===== src/hw/rtl/sds_pkg.sv =====
// sds_pkg: shared types for the saturating signed divider
// no dependencies; imported by every module of the divider

package sds_pkg;

    typedef struct packed {
        logic neg;
        logic zero;
    } sds_flags_t;

endpackage


===== src/hw/rtl/sds_prep.sv =====
// sds_prep: input stage, takes operand magnitudes, quotient sign and zero divisor flag
// depends on sds_pkg

module sds_prep #(
    parameter int WIDTH = 32
) (
    input  logic                     clk,
    input  logic                     rst_n,
    input  logic                     in_valid,
    output logic                     in_ready,
    input  logic [WIDTH-1:0]         a,
    input  logic [WIDTH-1:0]         b,
    output logic                     out_valid,
    input  logic                     out_ready,
    output logic [WIDTH-1:0]         num,
    output logic [WIDTH-1:0]         den,
    output sds_pkg::sds_flags_t      flags
);
    import sds_pkg::*;

    localparam logic [WIDTH-1:0] ONE = {{(WIDTH-1){1'b0}}, 1'b1};

    logic                valid_reg;
    logic                valid_next;
    logic [WIDTH-1:0]    num_reg;
    logic [WIDTH-1:0]    num_next;
    logic [WIDTH-1:0]    den_reg;
    logic [WIDTH-1:0]    den_next;
    sds_flags_t          flags_reg;
    sds_flags_t          flags_next;
    logic                load;

    assign in_ready = !valid_reg || out_ready;
    assign load     = in_valid && in_ready;

    always_comb
    begin
        valid_next      = in_ready ? in_valid : valid_reg;
        num_next        = a[WIDTH-1] ? (~a + ONE) : a;
        den_next        = b[WIDTH-1] ? (~b + ONE) : b;
        flags_next.neg  = a[WIDTH-1] ^ b[WIDTH-1];
        flags_next.zero = (b == '0);
    end

    always_ff @(posedge clk or negedge rst_n)
    begin
        if (!rst_n)
        begin
            valid_reg <= 1'b0;
        end
        else
        begin
            valid_reg <= valid_next;
        end
    end

    always_ff @(posedge clk)
    begin
        if (load)
        begin
            num_reg   <= num_next;
            den_reg   <= den_next;
            flags_reg <= flags_next;
        end
    end

    assign out_valid = valid_reg;
    assign num       = num_reg;
    assign den       = den_reg;
    assign flags     = flags_reg;

endmodule


===== config.mk =====
export PLATFORM = sky130hd
export DESIGN_NAME = sds_prep
export DESIGN_NICKNAME = d
export VERILOG_FILES = /design/src/hw/rtl/sds_pkg.sv /design/src/hw/rtl/sds_prep.sv
export SDC_FILE = /design/constraint.sdc
export NUM_CORES = 1
export LEC_CHECK = 0
export BUFFER_PORTS_ARGS = -buffer_cell sky130_fd_sc_hd__buf_2
export CORE_MARGIN = 2
export CORE_UTILIZATION = 46
export CTS_CLUSTER_DIAMETER = 40
export DETAILED_ROUTE_END_ITERATION = 16
export GPL_TIMING_DRIVEN = 0
export PLACE_DENSITY = 0.74
export SYNTH_ARGS = -nofsm -noshare
export SYNTH_HDL_FRONTEND = slang
export SYNTH_SLANG_ARGS = --single-unit

===== constraint.sdc =====
create_clock -name clk -period 2.95 [get_ports clk]
set_input_delay 0.295 -clock clk [delete_from_list [all_inputs] [get_ports clk]]
set_output_delay 0.295 -clock clk [all_outputs]
set_load 0.02 [all_outputs]

## Yosys cells after proc, flatten, opt, wreduce, memory -nomap -nowiden

Cells that the tools add are included.

| operators by class | value |
|---|---|
| divide/modulo/power cells | 0 |
| shift operators | 0 |
| add/sub/neg operators | 2 |
| reductions and logical operators | 4 |
| equality and inequality tests | 0 |
| magnitude comparators | 0 |
| bitwise gates (word level) | 3 |
| multiply operators | 0 |
| multiplexer cells | 2 |

Operators by type and width:

| kind | count |
|---|---|
| adder 32 x 1 -> 32 bit, second input constant | 2 |
| inverter 32 bit | 2 |
| 2-to-1 mux 31 bit | 2 |
| zero test 32 bit | 1 |
| logical AND 1 bit | 1 |
| zero test 1 bit | 1 |
| logical OR 1 bit | 1 |
| bitwise XOR 1 bit | 1 |

| storage, ports and cells | value |
|---|---|
| memory bits (read-only) | 0 |
| latch bits | 0 |
| input port bits | 68 |
| memories | 0 |
| output and inout port bits | 68 |
| RAM bits | 0 |
| bits in registers | 67 |
| word-level logic and storage cells | 18 |

## Logic depth before layout (Yosys ltp)

| depth | value |
|---|---|
| word-level depth | 3 |
| gate-level depth with buffers | 6 |
| mapped depth without buffers | 6 |

## Worst setup path before layout

OpenSTA, ideal clock, no wires.

| timing | value |
|---|---|
| path kind | register -> register |
| start | reg valid_reg, in the netlist out_valid |
| end | reg den_reg[0], in the netlist den[0], enable pin |
| required time | 2.519 ns |
| path buffers | 0 |
| stages on the path, launching flop included | 3 |
| period minus slack after synthesis | 2.727 ns |
| path slack | 0.223 ns |
| setup time | 0.431 ns |
| data arrival time | 2.296 ns |
| cell sequence | dfrtp_1 -> nand2b_1 -> and2_1 |

| on the way | value |
|---|---|
| longest elaborated chain between the ends | 3 |

Ends and longest elaborated chain:

| what | line | source |
|---|---|---|
| from (decl) | sds_prep.sv:23 | `logic valid_reg;` |
| from (signal assigned) | sds_prep.sv:53 | `valid_reg <= valid_next;` |
| zero test 1 bit | sds_prep.sv:33 | `assign in_ready = !valid_reg \|\| out_ready;` |
| logical OR 1 bit | sds_prep.sv:33 |  |
| named net in_ready | sds_prep.sv:10 | `output logic in_ready,` |
| logical AND 1 bit | sds_prep.sv:34 | `assign load = in_valid && in_ready;` |
| named net load | sds_prep.sv:31 | `logic load;` |
| to (signal assigned) | sds_prep.sv:62 | `den_reg <= den_next;` |
| to (decl) | sds_prep.sv:27 | `logic [WIDTH-1:0] den_reg;` |

The timed path passes the listed nets, and every way through them passes these cells.
A chain may end at the register's enable or synchronous reset.

## Worst setup path in the final report

| timing | value |
|---|---|
| start | in b[1] |
| end | reg den_reg[28], in the netlist den[28] (data pin) |

| on the way | value |
|---|---|
| longest elaborated chain between the ends | 3 |

Ends and longest elaborated chain:

| what | line | source |
|---|---|---|
| from (decl) | sds_prep.sv:12 | `input logic [WIDTH-1:0] b,` |
| inverter 32 bit | sds_prep.sv:40 | `den_next = b[WIDTH-1] ? (~b + ONE) : b;` |
| adder 32 x 1 -> 32 bit | sds_prep.sv:40 |  |
| 2-to-1 mux 31 bit | sds_prep.sv:40 |  |
| named net den_next[28] | sds_prep.sv:28 | `logic [WIDTH-1:0] den_next;` |

The timed path passes the listed nets, and every way through them passes these cells.

==> results_dict.tcl <==
set metrics [dict create \
    reg2reg_depth 2 \
    port_buffers 134 \
    final_nets 507 \
    slew_violations 0 \
    setup_tns_ns 0 \
    finalNonFillerCells 541 \
    clk_pin_slew_worst_paths_ns 0.07 \
    drtPass1Iterations 4 \
    cts.sink_count 67 \
    fmax_ghz 0.5259 \
    grt_setup_unrepaired "no" \
    critPathCapture "den[28]" \
    min_from "b[0]" \
    die_h_um 91.80 \
    path_delay_family "simple AND/OR/NAND/NOR gates" \
    antenna_found_initial 0 \
    antenna_cells 0 \
    startpoint "b[1]" \
    routed_wl_um 8807 \
    die_w_um 91.80 \
    initial_core_util 0.4661 \
    cp-start-kind "input port" \
    crit_fanout 6 \
    ir_drop_v 0.0002719 \
    design_area_sq_um 4532 \
    cts_buffer_depth 2 \
    vias_per_cell 5.451 \
    tightest_slew_ns 0.8844 \
    wl_per_cell_um 16.28 \
    syn_inst 289 \
    period_needed_ns 1.902 \
    h-tree-depth 3 \
    path_buf_inv 2 \
    gp_congestion 0.9232 \
    crit_path_top_delay_cell "o41ai_1" \
    ys_types 35 \
    cts_setup_buffers 0 \
    yosys_warnings 0 \
    grt_first_pass_wirelength_um 13940 \
    first_iter_violations 208 \
    skew_ns 0.01100 \
    wl_met2_um 4300 \
    syn_area_sq_um 3546 \
    status "completed" \
    placed_cell_area_sq_um 4347 \
    cts_tree "done" \
    cp.depth 7 \
    cap_violations 0 \
    drive_gt1_frac 0.3622 \
    cts_root_buf "clkbuf_8" \
    wl_met3_um 695 \
    setup_viol 0 \
    power_w 0.002294 \
    relSlewSlack 0.4104 \
    ys_ff_latch 67 \
    hp-class "in -> reg" \
    critPathArrivalTime_ns 1.98 \
    grt_pass1_vias 2878 \
    grt_max_degree 67 \
    p_per_area_nw_per_um2 506.2 \
    worstSetupEndpointType "flop" \
    p_leak_nw 1.697 \
    fillers 655 \
    avgSynthCellArea_sq_um 12.27 \
    hold_viol_final 0 \
    r2r_start "out_valid" \
    top_layer "met4" \
    grt_use_total 0.2130 \
    clk_latency_ns 0.35 \
    rows 32 \
    numCtsBuffers 9 \
    ant_nets 0 \
    worst-r2r-setup-slack_ns 1.33 \
    rr_endpoint "den[3]" \
    drcViolationCount 0 \
    cp.required_ns 3.03 \
    ys_seq_area_frac 0.5660 \
    grt_overflow 0 \
    die_area_sq_um 8426 \
    syn_to_final_growth_pct 27.81 \
    met1_length_um 3686 \
    post-place-cells 525 \
    worst-setup-path-type "in -> reg" \
    ioPinCount 136 \
    syn-num-nets 361 \
    hpwl_um 6525 \
    critPathMaxStageDelay_ns 0.43 \
    worstPathCellList "buf_2, inv_1, ha_1, nor3b_1, nand4_1, o41ai_1, xnor2_1" \
    num_vias 2949 \
    period_share 0.6446 \
    core_area_sq_um 7607 \
]
-- stage by stage --
stage | hold slack, ns | utilization | worst slack, ns
after floorplan | -0.0005911 | - | 0.2233
after global placement | 0.06948 | 0.5711 | -0.1228
after detailed placement | 0.07335 | 0.5714 | 0.7359
after CTS | 0.1545 | 0.5957 | 1.082
after global routing | 0.1554 | 0.5957 | 0.9595
final | 0.1635 | 0.5957 | 1.048
-- cells in the final DEF, fill, tap and decap left out, types with 2 or more instances in the layout --
master,n
nand3_1,6
clkbuf_8,9
o21ai_0,16
nor4_4,2
o41ai_1,10
xnor2_1,51
or2_2,2
nor3_1,7
xor2_1,8
nor4_1,16
nand2b_1,5
a31oi_1,3
inv_1,8
o31ai_1,11
nand4b_1,2
a21oi_1,7
buf_2,134
or3_1,5
edfxtp_1,66
clkinv_2,2
nor2_1,10
nand4_2,2
clkbuf_1,9
nand4_1,5
nor2b_1,2
nor4_2,3
nand2_1,22
ha_1,4
-- cell families after synthesis --
group,count (synthesis),synth area share
AOI/OAI and AO/OA,49,0.09280
DFF,67,0.5660
adders and majority gates,4,0.01411
buffers and inverters,14,0.01482
and+or+nand+nor,96,0.1666
xor gates and xnor gates,59,0.1457
-- area by class of cell --
| class | instances | area, sq um | area share |
|---|---|---|---|
| Sequential cell | 67 | 2007 | 0.4428 |
| Multi-Input combinational cell | 208 | 1489 | 0.3285 |
| Timing Repair Buffer | 135 | 680.7 | 0.1502 |
| Clock buffer | 12 | 135.1 | 0.02982 |
| Tap cell | 102 | 127.6 | 0.02816 |
| Clock inverter | 3 | 40.04 | 0.008835 |
| Inverter | 8 | 30.03 | 0.006626 |
| Buffer | 6 | 22.52 | 0.004970 |
-- routing by layer --
metal,GRT usage,vias to the layer above
met5,0,-
met4,0.08582,0
met3,0.05670,10
met2,0.3487,122
met1,0.2693,1418
li1,-,1399
-- where the power goes --
group          switching [W]  leakage, nW  internal, W
Sequential         0.0000150        0.641      0.00114
Clock               0.000328       0.0902     0.000384
Combinational       0.000273        0.966     0.000155
-- synth_stat cells (all sizes together) --
library cell  count  area share
a31oi             3      0.0053
nor2             10       0.011
o21ai            16       0.023
nor3b             1      0.0021
xnor2            51        0.13
clkbuf            6      0.0064
nand4b            2      0.0049
or2               2      0.0035
nor4b             1      0.0025
xor2              8       0.020
o31ai            11       0.023
dfrtp             1      0.0071
a21oi             7      0.0099
or4               2      0.0053
o41ai            11       0.029
nor3              7      0.0099
nand4             7       0.016
inv               8      0.0085
nor4             21       0.051
nand2b            6       0.013
nand3             6      0.0085
edfxtp           66        0.56
nand2            22       0.023
a41oi             1      0.0025
or3               5      0.0088
and4              1      0.0025
and2              1      0.0018
ha                4       0.014
nor2b             2      0.0035
-- worst min path at each step --
stage,end,slack [ns],cells past startpoint
finish,den[0],0.16,1
global route,den[0],0.16,1
detailed placement,out_valid,0.07,1
floorplan,out_valid,-0.0006,0
CTS,den[0],0.15,1
global placement,out_valid,0.07,1
-- repair_timing --
item	in CTS	in global routing
resized for setup	0	0
hold buffers	1	0
endpoints found under the hold margin	1	0
No activity file was read; power rests on OpenSTA's default activity.
