`src/hw/rtl/sds_pkg.sv`:
```
// sds_pkg: shared types for the saturating signed divider
// no dependencies; imported by every module of the divider

package sds_pkg;

    typedef struct packed {
        logic neg;
        logic zero;
    } sds_flags_t;

endpackage

```
`src/hw/rtl/sds_cell.sv`:
```
// sds_cell: one restoring divide step, yields one quotient bit per item
// depends on sds_pkg

module sds_cell #(
    parameter int WIDTH = 32
) (
    input  logic                     clk,
    input  logic                     rst_n,
    input  logic                     in_valid,
    output logic                     in_ready,
    input  logic [WIDTH-1:0]         rem_in,
    input  logic [WIDTH-1:0]         num_in,
    input  logic [WIDTH-1:0]         den_in,
    input  sds_pkg::sds_flags_t      flags_in,
    output logic                     out_valid,
    input  logic                     out_ready,
    output logic [WIDTH-1:0]         rem_out,
    output logic [WIDTH-1:0]         num_out,
    output logic [WIDTH-1:0]         den_out,
    output sds_pkg::sds_flags_t      flags_out
);
    import sds_pkg::*;

    logic                valid_reg;
    logic                valid_next;
    logic [WIDTH-1:0]    rem_reg;
    logic [WIDTH-1:0]    rem_next;
    logic [WIDTH-1:0]    num_reg;
    logic [WIDTH-1:0]    num_next;
    logic [WIDTH-1:0]    den_reg;
    sds_flags_t          flags_reg;
    logic [WIDTH:0]      shifted;
    logic [WIDTH:0]      diff;
    logic                ge;
    logic                load;

    assign in_ready = !valid_reg || out_ready;
    assign load     = in_valid && in_ready;

    // shift in the next dividend bit, trial subtract, quotient bit into the low end
    always_comb
    begin
        valid_next = in_ready ? in_valid : valid_reg;
        shifted    = {rem_in, num_in[WIDTH-1]};
        diff       = shifted - {1'b0, den_in};
        ge         = !diff[WIDTH];
        rem_next   = ge ? diff[WIDTH-1:0] : shifted[WIDTH-1:0];
        num_next   = {num_in[WIDTH-2:0], ge};
    end

    always_ff @(posedge clk or negedge rst_n)
    begin
        if (!rst_n)
        begin
            valid_reg <= 1'b0;
        end
        else
        begin
            valid_reg <= valid_next;
        end
    end

    always_ff @(posedge clk)
    begin
        if (load)
        begin
            rem_reg   <= rem_next;
            num_reg   <= num_next;
            den_reg   <= den_in;
            flags_reg <= flags_in;
        end
    end

    assign out_valid = valid_reg;
    assign rem_out   = rem_reg;
    assign num_out   = num_reg;
    assign den_out   = den_reg;
    assign flags_out = flags_reg;

endmodule

```
`config.mk`:
```
export PLATFORM = sky130hd
export DESIGN_NAME = sds_cell
export DESIGN_NICKNAME = d
export VERILOG_FILES = /design/src/hw/rtl/sds_pkg.sv /design/src/hw/rtl/sds_cell.sv
export SDC_FILE = /design/constraint.sdc
export NUM_CORES = 1
export LEC_CHECK = 0
export BUFFER_PORTS_ARGS = -buffer_cell sky130_fd_sc_hd__clkbuf_2
export CAP_MARGIN = 10
export CORE_AREA = 8 8 117 119
export CTS_BUF_LIST = sky130_fd_sc_hd__clkbuf_4 sky130_fd_sc_hd__clkbuf_8
export DETAILED_ROUTE_END_ITERATION = 12
export DIE_AREA = 0 0 125 127
export PLACE_DENSITY = 0.78
export SYNTH_ARGS = -nofsm -noshare
export SYNTH_HDL_FRONTEND = slang
export SYNTH_SLANG_ARGS = --single-unit
export TNS_END_PERCENT = 1
```
`constraint.sdc`:
```
create_clock -name clk -period 5.55 [get_ports clk]
set_clock_uncertainty 0.15 [all_clocks]
set_input_delay 0.2775 -clock clk [delete_from_list [all_inputs] [get_ports clk]]
set_output_delay 0.2775 -clock clk [all_outputs]
set_load 0.02 [all_outputs]
```
# After elaboration in Yosys (flattened, before gate mapping)
# Index checks and enable logic that the tools add are counted.
# word_totals
output_inout_bits,100
ff_bits,99
# classes
n_reduce_logical,4
n_addsub,1
mux,1
# op_table
cell,n
$sub A33 B32 Y33,1
$mux W32,1
$logic_not A1 Y1,2
$logic_and A1 B1 Y1,1
$logic_or A1 B1 Y1,1

# Logic depth before layout (Yosys ltp)
# logic_depth
ltp_word,3
mapped_depth,13

# Worst setup path after synthesis
# Ideal clock, no wire load.
# synth_path
kind,reg2reg
startpoint,"reg valid_reg, in the netlist out_valid"
endpoint,"reg den_reg[0], in the netlist den_out[0] (enable)"
setup_time_ps,468
n_path_buf,0
required_ps,4932
synth_period_minus_slack_ps,3631
arrival_time_ps,3013
stages_incl_launch_ff,3
setup_slack_ps,1919
path_cell_list,dfrtp_1 nand2b_1 and2_1
# synth_via
elab_chain_cells,3
# synth_lines
item,line_no,rtl
"start, declared",sds_cell.sv:24,logic valid_reg;
"start signal, assigned",sds_cell.sv:59,valid_reg <= valid_next;
$logic_not A1 Y1,sds_cell.sv:37,assign in_ready = !valid_reg || out_ready;
$logic_or A1 B1 Y1,sds_cell.sv:37,
via in_ready,sds_cell.sv:10,"output logic in_ready,"
$logic_and A1 B1 Y1,sds_cell.sv:38,assign load = in_valid && in_ready;
via load,sds_cell.sv:35,logic load;
"end signal, assigned",sds_cell.sv:69,den_reg <= den_in;
"end, declared",sds_cell.sv:30,logic [WIDTH-1:0] den_reg;
# The timed path passes the listed nets, and every way through them passes these cells.
# A chain may end at the register's enable or synchronous reset.

# Worst setup path in the final report
# layout_path
startpoint,in den_in[16]
endpoint,"reg rem_reg[22], in the netlist rem_out[22] (data pin)"
# layout_via
elab_chain_cells,2
# layout_lines
item,line_no,rtl
"start, declared",sds_cell.sv:13,"input logic [WIDTH-1:0] den_in,"
$sub A33 B32 Y33,sds_cell.sv:45,"diff = shifted - {1'b0, den_in};"
$mux W32,sds_cell.sv:47,rem_next = ge ? diff[WIDTH-1:0] : shifted[WIDTH-1:0];
via rem_next[22],sds_cell.sv:27,logic [WIDTH-1:0] rem_next;
"end signal, assigned",sds_cell.sv:67,rem_reg <= rem_next;
"end, declared",sds_cell.sv:26,logic [WIDTH-1:0] rem_reg;
# The timed path passes the listed nets, and every way through them passes these cells.

==> results by group <==
Run status
  • Status: complete, no violations

Floorplan
  • Starting Density: 0.461
  • Die height: 127 um
  • Die width: 125 um
  • Site Rows: 40
  • DIE AREA: 0.0159 sq mm
  • Placeable core region: approximately 0.012 sq mm
  • I/O pin cnt: about 200

Synthesis
  • Cell Area, Synth: 0.00544 sq mm
  • Synth top area cells: edfxtp_1, ha_1, mux2_4
  • Ys async rst share: 0.0101
  • Post-synth top area cell: edfxtp_1
  • Post-synth net total: 597
  • Synth Register Bits: 99
  • Area fraction of the dominant cell type after synthesis: 0.541
  • Post-synth EDFFs: 98
  • Syn Inst Count: 462
  • Yosys cell types: 50
  • Sequential share of the synthesized area: 0.546
  • Syn Area/Cell: 11.8 sq um
  • Synth Warn #: 0
  • Primary FF master, synth: edfxtp_1

Worst setup path
  • Largest delay share family, worst path: compound AO/OA/AOI/OAI gates
  • CP Launch Type: input port
  • Worst r2r src: out_valid$_DFFE_PN0N_
  • Crit path capture: rem_out[22]$_DFFE_PP_
  • CP max-delay cell: o211ai_4
  • Worst Path Buf+Inv: 4
  • Crit. End Element: register
  • R2R cell count: 3
  • Worst setup path start: den_in[16]
  • CP Depth: 12
  • CP cell instances: dlygate4sd3_1, clkbuf_2, inv_1, ha_1, a21oi_4, o211ai_1, a221o_1, a211o_1, o21a_1, o211ai_4, inv_2, mux2_4
  • Reg2reg end: den_out[23]$_DFFE_PP_
  • Flop2flop setup slack: 3250 ps
  • Slowest stage delay, CP: ~630 ps
  • Crit-path max FO: 28
  • WS Path Type: input port to register
  • Crit path DAT: 4100 ps
  • CP required: 5520 ps

CTS
  • Resized Gates After CTS: 0
  • Total CTS buffers: 9
  • Max Root-Sink Buffers: 2
  • Worst-Skew Late Latency: 360 ps
  • Clk root buf: clkbuf_8
  • Clk slew on worst S/H paths: roughly 90 ps
  • Htree depth: 3
  • Clock sinks: 99
  • TritonCTS clock tree: yes

Placed design
  • Dpl cells: ~800
  • Dpl ws: 1610 ps
  • Post-DP HPWL: 11500 um
  • PortBufs: ~200
  • Global placement routability congestion: 0.806

Global route
  • Largest net degree at the start of global routing: 67
  • First-pass GRT wire length: 25300 um
  • Tot GR Track Use: 0.198
  • Vias in the first global route: just under 5k
  • Initial antenna violation count: 0
  • Remaining Overflow, GRT: 0

Layout
  • Antenna cells: 0
  • Layout cells sized above 1: 0.330
  • Final Util: 0.627
  • Layout area overhead: 36.0%
  • Final #Nets: 862
  • Non-Filler Instances: just under 900
  • Fill count: 929

STA
  • Setup_tns: 0 ps
  • Final worst-path cycle share: 0.744
  • Final Worst Setup Slack: 1420 ps
  • Hold Vio Cnt, Final: 0
  • Unrepaired setup endpoints after global routing: no
  • # setup viols final: 0
  • Headroom to the max-slew limit: 0.434
  • Max-slew violations: 0
  • Tmin final: 4130 ps
  • Worst Tran Pin Value: between 800 and 900 ps
  • Fmax: 242 MHz

Drt
  • Number of vias per cell: about 5.3
  • Post-route antenna net violation count: 0
  • Drt wl/cell: 18.0 um
  • Vias: 4635
  • Pre-Repair DR Iteration Count: 4
  • # DRC: 0
  • Drt initial violations: 284
  • Post-Route WL: 15800 um

Run
  • Max cap viols: 0

Hold path
  • Hold WC Path Type: input port to register

Pwr
  • VDD IR max: about 0.11 mV
  • Power per cell area: 255 mW/mm^2
  • Total power: 1.89 mW
  • Leak: approximately 3.4 nW
state kept, by name, indices dropped and copies added, names as in the netlist:
register	count
den_out	32
num_out	32
rem_out	32
flags_out	2
out_valid	1
what timing repair did:
| item | in CTS | in global routing |
|---|---|---|
| hold buffers | 67 | 0 |
| endpoints found under the hold margin | 67 | 0 |
| buffers inserted | 0 | 0 |
layer usage:
| layer | vias to the layer above | global-route usage | routed length [um] |
|---|---|---|---|
| met5 | - | 0 | 0 |
| met4 | 0 | 0.0673 | 293 |
| met3 | 22 | 0.0603 | 1130 |
| met2 | 171 | 0.350 | 7940 |
| met1 | 2198 | 0.225 | 6470 |
| li1 | 2244 | - | - |
power by group:
| part | switching (mW) | internal, mW |
|---|---|---|
| logic | 0.320 | 0.238 |
| registers | 0.0147 | 0.897 |
| clock network | 0.249 | 0.169 |
| total | 0.584 | 1.30 |
cells in the final DEF, fill, tap and decap left out, types with 7 or more instances in the layout:
cell type and instances:
nand4_1 7, a21oi_1 34, xor2_1 10, ha_1 32, a21o_1 15, nand2_1 44
xnor2_1 14, nor2_1 16, inv_1 41, mux2_4 18, nand2b_1 7, nand3_1 11
dlygate4sd3_1 67, edfxtp_1 98, o211ai_1 8, clkbuf_2 201, o21ai_0 24, clkbuf_8 9
cell families (layout without fill, tap and decap cells):
group           Yosys count  in the layout  share of synthesized area
xor+xnor                 24             24                     0.0386
fa+ha+maj                33             33                     0.0773
flops                    99             99                      0.546
simple gates            111            111                     0.0987
buf+inv                  57            326                     0.0437
mux                      18             18                     0.0497
compound gates          120            120                      0.147
synthesized netlist by cell type, drive strengths merged, types with 2 or more instances:
cell      n
o21ai    24
and3      6
a211oi    4
and4      2
clkbuf   11
o21bai    5
ha       32
xor2     10
xnor2    14
nand2    44
a21boi    2
nor2b     5
o211ai    9
nor3      4
edfxtp   98
nand3    11
o41ai     2
inv      42
o21a      6
and2      4
o31ai     5
mux2     18
nand4     7
buf       4
nor2     16
nand2b    7
o2111ai   2
a31oi     2
a21o     15
a21oi    36
metrics by stage:
step / area (sq um) / hold WS (ps)
6_report: 7400 / 71.3
4_1_cts: 7400 / 34.2
3_5_place_dp: 6560 / -96.2
2_1_floorplan: 5440 / -168
5_1_grt: 7400 / 53.8
3_3_place_gp: 6560 / -98.1
worst reg2reg max path, stage by stage (launching register included):
cell and delay (ps):
dfrtp_1 390, nand2b_1 130, and2_4 450, buf_4 740
cell type report:
class	count	area (sq um)	area share
well taps	147	184	0.0249
repair buffers	269	1680	0.228
inverters	42	158	0.0213
flip-flops and latches	99	2970	0.401
multi-input cells	306	2240	0.302
clock inverters	5	38.8	0.00524
clock buffers	10	131	0.0178
how the worst min path moves through the flow:
stage / start / end / depth (start not counted)
3_5_place_dp: rst_n / out_valid$_DFFE_PN0N_ / 1
4_1_cts: rst_n / out_valid$_DFFE_PN0N_ / 2
3_3_place_gp: rst_n / out_valid$_DFFE_PN0N_ / 1
5_1_grt: rem_in[4] / rem_out[5]$_DFFE_PP_ / 3
6_report: rem_in[26] / rem_out[27]$_DFFE_PP_ / 3
2_1_floorplan: rst_n / out_valid$_DFFE_PN0N_ / 0
(Power assumes the default switching activity.)
