### src/hw/rtl/sds_pkg.sv
// sds_pkg: shared types for the saturating signed divider
// no dependencies; imported by every module of the divider

package sds_pkg;

    typedef struct packed {
        logic neg;
        logic zero;
    } sds_flags_t;

endpackage

### src/hw/rtl/sds_fix.sv
// sds_fix: output stage, applies quotient sign, zero divisor and saturation
// depends on sds_pkg

module sds_fix #(
    parameter int WIDTH = 32
) (
    input  logic                     clk,
    input  logic                     rst_n,
    input  logic                     in_valid,
    output logic                     in_ready,
    input  logic [WIDTH-1:0]         qmag,
    input  sds_pkg::sds_flags_t      flags,
    output logic                     out_valid,
    input  logic                     out_ready,
    output logic [WIDTH-1:0]         q
);
    import sds_pkg::*;

    localparam logic [WIDTH-1:0] ONE     = {{(WIDTH-1){1'b0}}, 1'b1};
    localparam logic [WIDTH-1:0] MAX_POS = {1'b0, {(WIDTH-1){1'b1}}};

    logic                valid_reg;
    logic                valid_next;
    logic [WIDTH-1:0]    q_reg;
    logic [WIDTH-1:0]    q_next;
    logic                load;

    assign in_ready = !valid_reg || out_ready;
    assign load     = in_valid && in_ready;

    always_comb
    begin
        valid_next = in_ready ? in_valid : valid_reg;
        if (flags.zero)
        begin
            q_next = '0;
        end
        else if (flags.neg)
        begin
            q_next = ~qmag + ONE;
        end
        else if (qmag[WIDTH-1])
        begin
            q_next = MAX_POS;
        end
        else
        begin
            q_next = qmag;
        end
    end

    always_ff @(posedge clk or negedge rst_n)
    begin
        if (!rst_n)
        begin
            valid_reg <= 1'b0;
        end
        else
        begin
            valid_reg <= valid_next;
        end
    end

    always_ff @(posedge clk)
    begin
        if (load)
        begin
            q_reg <= q_next;
        end
    end

    assign out_valid = valid_reg;
    assign q         = q_reg;

endmodule

### config.mk
export PLATFORM = sky130hd
export DESIGN_NAME = sds_fix
export DESIGN_NICKNAME = d
export VERILOG_FILES = /design/src/hw/rtl/sds_pkg.sv /design/src/hw/rtl/sds_fix.sv
export SDC_FILE = /design/constraint.sdc
export NUM_CORES = 1
export LEC_CHECK = 0
export ABC_AREA = 1
export BUFFER_PORTS_ARGS = -buffer_cell sky130_fd_sc_hd__buf_2
export CAP_MARGIN = 20
export CORE_ASPECT_RATIO = 0.9
export CORE_MARGIN = 1.5
export CORE_UTILIZATION = 55
export CTS_CLUSTER_DIAMETER = 200
export DETAILED_ROUTE_END_ITERATION = 8
export PLACE_DENSITY = 0.85
export REMOVE_ABC_BUFFERS = 1
export SYNTH_ARGS = -nofsm -noshare
export SYNTH_HDL_FRONTEND = slang
export SYNTH_SLANG_ARGS = --single-unit
### constraint.sdc
create_clock -name clk -period 4.8 [get_ports clk]
set_input_delay 0.72 -clock clk [delete_from_list [all_inputs] [get_ports clk]]
set_output_delay 0.72 -clock clk [all_outputs]
set_load 0.005 [all_outputs]
**Word level (Yosys, flattened, before mapping)**

Index checks and enable logic that the tools add are counted.

- Bits in registers: 33
- Input port bits: 38
- Output and inout port bits: 34
- Word-level logic and storage cells: 9

- Add/sub/neg operators: 1
- Mux-type cells: 2
- Bitwise gates (word level): 1
- Reduce and logical (&&, ||, !) cells: 3

Operator list:

| kind | count |
|---|---|
| $add 32x1->32 const B | 1 |
| $mux 32 | 1 |
| $not 32->32 | 1 |
| $mux 31 | 1 |
| $logic_and 1x1->1 | 1 |
| $logic_not 1->1 | 1 |
| $logic_or 1x1->1 | 1 |

**Longest topological paths before layout**

Gate-level depths: netlist of run 1.

- Depth after elaboration: 3
- Depth in mapped cells: 9
- Gate-level depth less buffers: 9

**Least setup slack after synthesis of run 1**

Ideal clock, no wire load.

- Path kind: input-to-reg
- From: in in_valid
- To: reg q_reg[0] (netlist: q[0]) (enable)
- Library setup time: 0.432 ns
- Arrival: 2.340 ns
- Required time: 4.368 ns
- Slack: 2.028 ns
- Stages: 2
- Path buffers: 0
- Path through: inv_1 a21oi_1

- Longest elaborated chain between the ends: 1

Ends and longest elaborated chain:

| what | line | RTL |
|---|---|---|
| start, declared | sds_fix.sv:9 | `input logic in_valid,` |
| $logic_and 1x1->1 | sds_fix.sv:29 | `assign load = in_valid && in_ready;` |
| named net load | sds_fix.sv:26 | `logic load;` |
| end signal, assigned | sds_fix.sv:68 | `q_reg <= q_next;` |
| end, declared | sds_fix.sv:24 | `logic [WIDTH-1:0] q_reg;` |

The timed path passes the listed nets, and every way through them passes these cells.
A chain may end at the register's enable or synchronous reset.

**Worst setup path in the final report of run 1**

- From: in flags[1] in the netlist's numbering
- To: reg q_reg[22] (netlist: q[22]), data pin

- Longest elaborated chain between the ends: 1

Ends and longest elaborated chain:

| what | line | RTL |
|---|---|---|
| start, declared | sds_fix.sv:12 | `input sds_pkg::sds_flags_t flags,` |
| $mux 32 | sds_fix.sv:38 | `else if (flags.neg)` |

No other way between the ends.

==> impl_metrics.env, run 1 <==
export IMPL_status="complete, no violations"
export IMPL_stdcell_area_um2=2750
export IMPL_die_height_um=64.4
export IMPL_grt_antenna_before_repair=0
export IMPL_slew_limit_headroom_pct=34.0
export IMPL_worst_pin_slew_ps=989
export IMPL_htree_levels=2
export IMPL_grt_setup_unrepaired="false"
export IMPL_hold_violations=0
export IMPL_p_leak_nw=1.23
export IMPL_ys_async_sr_fraction_pct=3.03
export IMPL_clkPwrFrac_pct=28.8
export IMPL_cp_slowest_stage_delay_ps=540
export IMPL_cts_tree="built"
export IMPL_post_route_drc_count=0
export IMPL_ys_flop_type="edfxtp_1"
export IMPL_use_met2_pct=40.5
export IMPL_ys_ff_latch=33
export IMPL_met1_usage_pct=32.1
export IMPL_layout_commonest_cell="buf_2"
export IMPL_skew_ps=2.54
export IMPL_first_pass_iters=5
export IMPL_die_w_um=71.2
export IMPL_utilization_pct=68.1
export IMPL_grt_usage_pct=24.8
export IMPL_power_frac_comb_pct=20.3
export IMPL_setup_viol=0
export IMPL_hpwl_um=4150
export IMPL_cts_sinks=33
export IMPL_max_vdd_ir_drop_uv=168
export IMPL_max_freq_mhz=495
export IMPL_antenna_cells=0
export IMPL_ant_nets=0
export IMPL_areaGrowthSynthToFinish_pct=19.6
export IMPL_slew_violations=0
export IMPL_startpoint_type="primary input"
export IMPL_post_drt_via_cell_ratio=5.34
export IMPL_period_needed_ps=2020
export IMPL_largest_reg_flops=32
export IMPL_holdBufCountCts=0
export IMPL_gp_congestion=0.892
export IMPL_most_common_layout_cells="buf_2, nand2_1, nor2_1"
export IMPL_path_clk_slew_ps=60
export IMPL_power_mw=0.675
export IMPL_io_pins=72
export IMPL_num_vias=2306
export IMPL_wl_per_cell_um=12.7
export IMPL_maxCapViolations=0
export IMPL_drt_initial_drc_count=149
export IMPL_synth_area_um2=2300
export IMPL_p_switching_mw=0.187
export IMPL_path_class="in -> reg"
export IMPL_grt_busiest_layer="met2"
export IMPL_start_util_pct=56.9
export IMPL_clkLatencyLatePin_ps=280
export IMPL_met3_usage_pct=5.05
export IMPL_fin_tns_setup_ps=0
export IMPL_numCtsBuffers=5
export IMPL_synth_cell_types=27
export IMPL_placed_area_um2=2680
export IMPL_wl_um=5500
export IMPL_syn_instance_count=315
export IMPL_die_area_um2=4590
export IMPL_slowest_stage="buf_2"
export IMPL_path_cells="buf_2, nor2_4, or2_2, a21oi_1, nor2_1"
export IMPL_core_um2=4050
export IMPL_endpoint_kind="flip-flop"
export IMPL_finalWorstSetupSlack_ps=2780
export IMPL_portBuffers=71
export IMPL_p_int_mw=0.488
export IMPL_power_density_nw_per_um2=245
export IMPL_dp_worst_setup_slack_ps=2510
export IMPL_hold_path_class="in -> async"
export IMPL_cts_max_path_buffers=2
export IMPL_synth_edf_count=32
export IMPL_netSwitchingFraction_pct=27.7
export IMPL_placed_cells=425
export IMPL_post_cts_buffers=0
export IMPL_synth_seq_area_share_pct=42.8
export IMPL_root_buffer="clkbuf_8"
export IMPL_first_global_vias=2074
export IMPL_layout_nets=423
export IMPL_cp_data_arrival_time_ps=2060
export IMPL_grt_overflow=0
export IMPL_yosys_warnings=0
export IMPL_post_cts_resized=0
export IMPL_grt_max_degree=38
export IMPL_stdcell_count=432
export IMPL_hold_ws_ps=194
export IMPL_seqPwrFrac_pct=50.9
export IMPL_fin_crit_sh_pct=42.1
export IMPL_final_layout_size_suffix_gt1_share_pct=27.1
export IMPL_cp_required_ps=4840
export IMPL_grt_pass1_wl_um=8940
export IMPL_std_cell_rows=22
export IMPL_syn_avg_cell_area_um2=7.31
export IMPL_cp_max_fo=37
## power by group through the flow
stage	combinational [mW]	sequential (mW)	clock, mW
floorplan	0.0699	0.354	0
global placement	0.131	0.350	0
detailed placement	0.136	0.350	0
CTS	0.137	0.344	0.195
global route	0.154	0.345	0.207
finish	0.137	0.344	0.194
## worst paths after layout
path	start	to	cells after the start	slack [ps]
max	flags[1]	q[22]	5	2780
min	rst_n	out_valid	1	190
max reg2reg	out_valid	q[21]	1	3200
min reg2reg	out_valid	out_valid	2	580
max in group asynchronous	rst_n	out_valid	1	4520
min in group clk	out_valid	out_valid	2	580
## Yosys cell counts, types with 2 or more instances
library cell / n / area (um^2)
nand3_1: 23 / 115
nor2_1: 70 / 263
nand2_1: 70 / 263
buf_4: 2 / 15.0
a21oi_1: 15 / 75.1
clkbuf_1: 2 / 7.51
edfxtp_1: 32 / 961
buf_2: 3 / 15.0
o21ai_1: 8 / 40.0
a21boi_1: 8 / 60.1
o21ai_0: 15 / 75.1
nor2_4: 4 / 45.0
or2_2: 2 / 12.5
or2_1: 2 / 12.5
a31oi_1: 4 / 25.0
inv_1: 27 / 101
nand2_2: 10 / 62.6
nor2_2: 9 / 56.3
## per-layer routing
layer	vias up	part of all wire, %	wire, um
li1	1162	-	-
met1	1049	45	2450
met2	88	47	2600
met3	7	7.0	382
met4	0	1.0	55
met5	-	0	0
## logic make-up (layout without fill, tap and decap cells)
kind of cell | after synthesis | after routing | share of synthesized area [%]
simple gates | 194 | 194 | 37.6
compound gates | 51 | 51 | 12.3
buf+inv | 36 | 105 | 6.68
flops | 33 | 33 | 42.8
fa+ha+maj | 1 | 1 | 0.543
## area by class of cell
type	count	area [um^2]
Sequential cell	33	986
Clock buffer	6	72.6
Clock inverter	1	3.75
Inverter	27	101
Tap cell	48	60.1
Multi-Input combinational cell	246	1170
Fill cell	362	1290
Timing Repair Buffer	71	355
## worst max-delay path, delay by kind of cell
family | cells | cell delay (ps)
simple gates | 3 | 660
buf+inv | 1 | 540
compound gates | 1 | 130
Note: power is estimated with default switching activity, not from simulation.
==> run 2, diff against run 1 <==
Settings changed: ABC_AREA 1 to 0, CORE_UTILIZATION 55 to 51, PLACE_DENSITY 0.85 to 0.8.
Clock period 4.8 ns to 2.08 ns, I/O delays scaled along.
==> impl_metrics.env, run 2 <==
export IMPL_status="complete, no violations"
export IMPL_p_leak_nw=1.14
export IMPL_dr_wl_met3_um=375
export IMPL_hold_violations=0
export IMPL_synth_seq_area_share_pct=43.9
export IMPL_synth_top_area_share_pct=42.8
export IMPL_synth_area_top_cells="edfxtp_1, a211oi_1, a311oi_1"
export IMPL_top_layer_used="met4"
export IMPL_grt_overflow=0
export IMPL_max_freq_mhz=530
export IMPL_p_switching_mw=0.434
export IMPL_layout_nets=340
export IMPL_grt_setup_unrepaired="false"
export IMPL_antenna_cells=0
export IMPL_setup_viol=0
export IMPL_reg2reg_depth=3
export IMPL_wl_met2_um=2530
export IMPL_ant_nets=0
export IMPL_drt_initial_drc_count=172
export IMPL_syn_avg_cell_area_um2=9.94
export IMPL_power_mw=1.62
export IMPL_path_cells="buf_2, inv_1, ha_1, nor3b_1, buf_4, nand4_1, o311a_1, a211oi_1"
export IMPL_io_pins=72
export IMPL_final_layout_size_suffix_gt1_share_pct=35.8
export IMPL_cp_required_ps=2200
export IMPL_yosysMostFrequentCell="edfxtp_1"
export IMPL_grt_antenna_before_repair=0
export IMPL_post_drt_via_cell_ratio=6.13
export IMPL_skew_ps=7.32
export IMPL_slew_limit_headroom_pct=58.6
export IMPL_seqPwrFrac_pct=49.0
export IMPL_yosys_warnings=0
export IMPL_slowest_stage="o311a_1"
export IMPL_slew_violations=0
export IMPL_synth_cell_types=47
export IMPL_hold_ws_ps=245
export IMPL_first_pass_iters=5
export IMPL_layout_commonest_cell="buf_2"
export IMPL_max_vdd_ir_drop_uv=386
export IMPL_clkPwrFrac_pct=31.6
export IMPL_start_util_pct=54.1
export IMPL_die_w_um=73.0
export IMPL_p_int_mw=1.18
export IMPL_power_density_nw_per_um2=575
export IMPL_most_common_layout_cells="buf_2, edfxtp_1, a211oi_1"
export IMPL_root_buffer="clkbuf_8"
export IMPL_synthTopCellsByCount="edfxtp_1, a211oi_1, inv_1"
export IMPL_gp_congestion=0.845
export IMPL_die_area_um2=4810
export IMPL_netSwitchingFraction_pct=26.9
export IMPL_areaGrowthSynthToFinish_pct=25.2
export IMPL_grt_usage_pct=25.3
export IMPL_synth_edf_count=32
export IMPL_fin_crit_sh_pct=90.7
export IMPL_grt_pass1_wl_um=9400
export IMPL_ys_ff_latch=33
export IMPL_cp_data_arrival_time_ps=2010
export IMPL_portBuffers=71
export IMPL_num_vias=2220
export IMPL_path_clk_slew_ps=70
export IMPL_endpoint_kind="flip-flop"
export IMPL_wl_um=5700
export IMPL_core_um2=4160
export IMPL_cts_tree="built"
export IMPL_yosys_area_top_type="edfxtp_1"
export IMPL_hold_path_class="in -> reg"
export IMPL_hpwl_um=3880
export IMPL_ys_flop_type="edfxtp_1"
export IMPL_maxCapViolations=0
export IMPL_cpLargestDelayFamily="compound AO/OA/AOI/OAI gates"
export IMPL_post_route_drc_count=0
export IMPL_fillers=340
export IMPL_clkLatencyLatePin_ps=290
export IMPL_htree_levels=2
export IMPL_worst_pin_slew_ps=622
export IMPL_placed_cells=353
export IMPL_wl_met1_um=2730
export IMPL_cts_max_path_buffers=2
export IMPL_std_cell_rows=22
export IMPL_startpoint_type="primary input"
export IMPL_cp_slowest_stage_delay_ps=410
export IMPL_die_height_um=66.0
export IMPL_synth_area_um2=2250
export IMPL_grt_max_degree=34
export IMPL_period_needed_ps=1890
export IMPL_syn_instance_count=226
export IMPL_first_global_vias=1990
export IMPL_power_frac_comb_pct=19.3
export IMPL_stdcell_count=362
export IMPL_path_class="in -> reg"
export IMPL_largest_reg_flops=32
export IMPL_critical_path_cell_count=8
export IMPL_cp_max_fo=11
export IMPL_wl_per_cell_um=15.7
export IMPL_post_cts_resized=0
export IMPL_min_path_cells=2
export IMPL_ys_async_sr_fraction_pct=3.03
export IMPL_path_buf_inv=3
export IMPL_cts_sinks=33
export IMPL_numCtsBuffers=5
run 2: changes by cell type after synthesis, moves of 18 or more:
| cell | change |
|---|---|
| nand3_1 | -19 |
| nor2_1 | -57 |
| a211oi_1 | +18 |
| nand2_1 | -66 |
run 2: path summary, 6_finish.rpt:
path | startpoint | end | slack [ps]
max in group asynchronous | rst_n | out_valid | 1660
max | qmag[1] | q[30] | 190
min | in_valid | out_valid | 250
max reg2reg | out_valid | q[25] | 740
min reg2reg | out_valid | out_valid | 550
min in group asynchronous | rst_n | out_valid | 340
run 2: layer usage:
layer,track usage (%),vias to the layer above
met2,39.2,83
met3,6.55,6
met4,6.84,0
li1,-,1070
met1,35.0,1061
met5,0,-
run 2: stage by stage:
step / util (%) / setup slack [ps] / cell area [um^2] / TNS (ps)
3_5_place_dp: 65.3 / -13.3 / 2710 / -13.3
2_1_floorplan: - / -170 / 2170 / -486
3_3_place_gp: 65.3 / 35.6 / 2710 / 0
5_1_grt: 67.7 / 61.2 / 2810 / 0
4_1_cts: 67.7 / 214 / 2810 / 0
6_report: 67.7 / 193 / 2810 / 0
run 2: final cells by class:
cell class              count  area (um^2)  share of cell area [%]
flip-flops and latches     33          986                    35.1
well taps                  60         75.1                    2.67
inverters                  17         63.8                    2.27
multi-input cells         157         1120                    39.8
clock buffers               8         90.1                    3.20
repair buffers             87          478                    17.0
run 2: repair_timing:
| action | CTS | global route |
|---|---|---|
| buffers inserted | 0 | 0 |
| endpoints found under the hold margin | 1 | 0 |
| hold buffers | 1 | 0 |
run 2: kinds of logic after synthesis:
kind of cell | after synthesis | synth area share [%]
buf+inv | 36 | 6.29
simple gates | 75 | 22.0
flops | 33 | 43.9
compound gates | 81 | 27.3
fa+ha+maj | 1 | 0.557
run 2: power groups by stage:
stage | Clock, mW | Combinational (mW) | Sequential [mW]
after CTS | 0.517 | 0.310 | 0.793
after global placement | 0 | 0.303 | 0.806
final | 0.511 | 0.313 | 0.793
after floorplan | 0 | 0.128 | 0.815
after global routing | 0.548 | 0.346 | 0.796
after detailed placement | 0 | 0.306 | 0.807
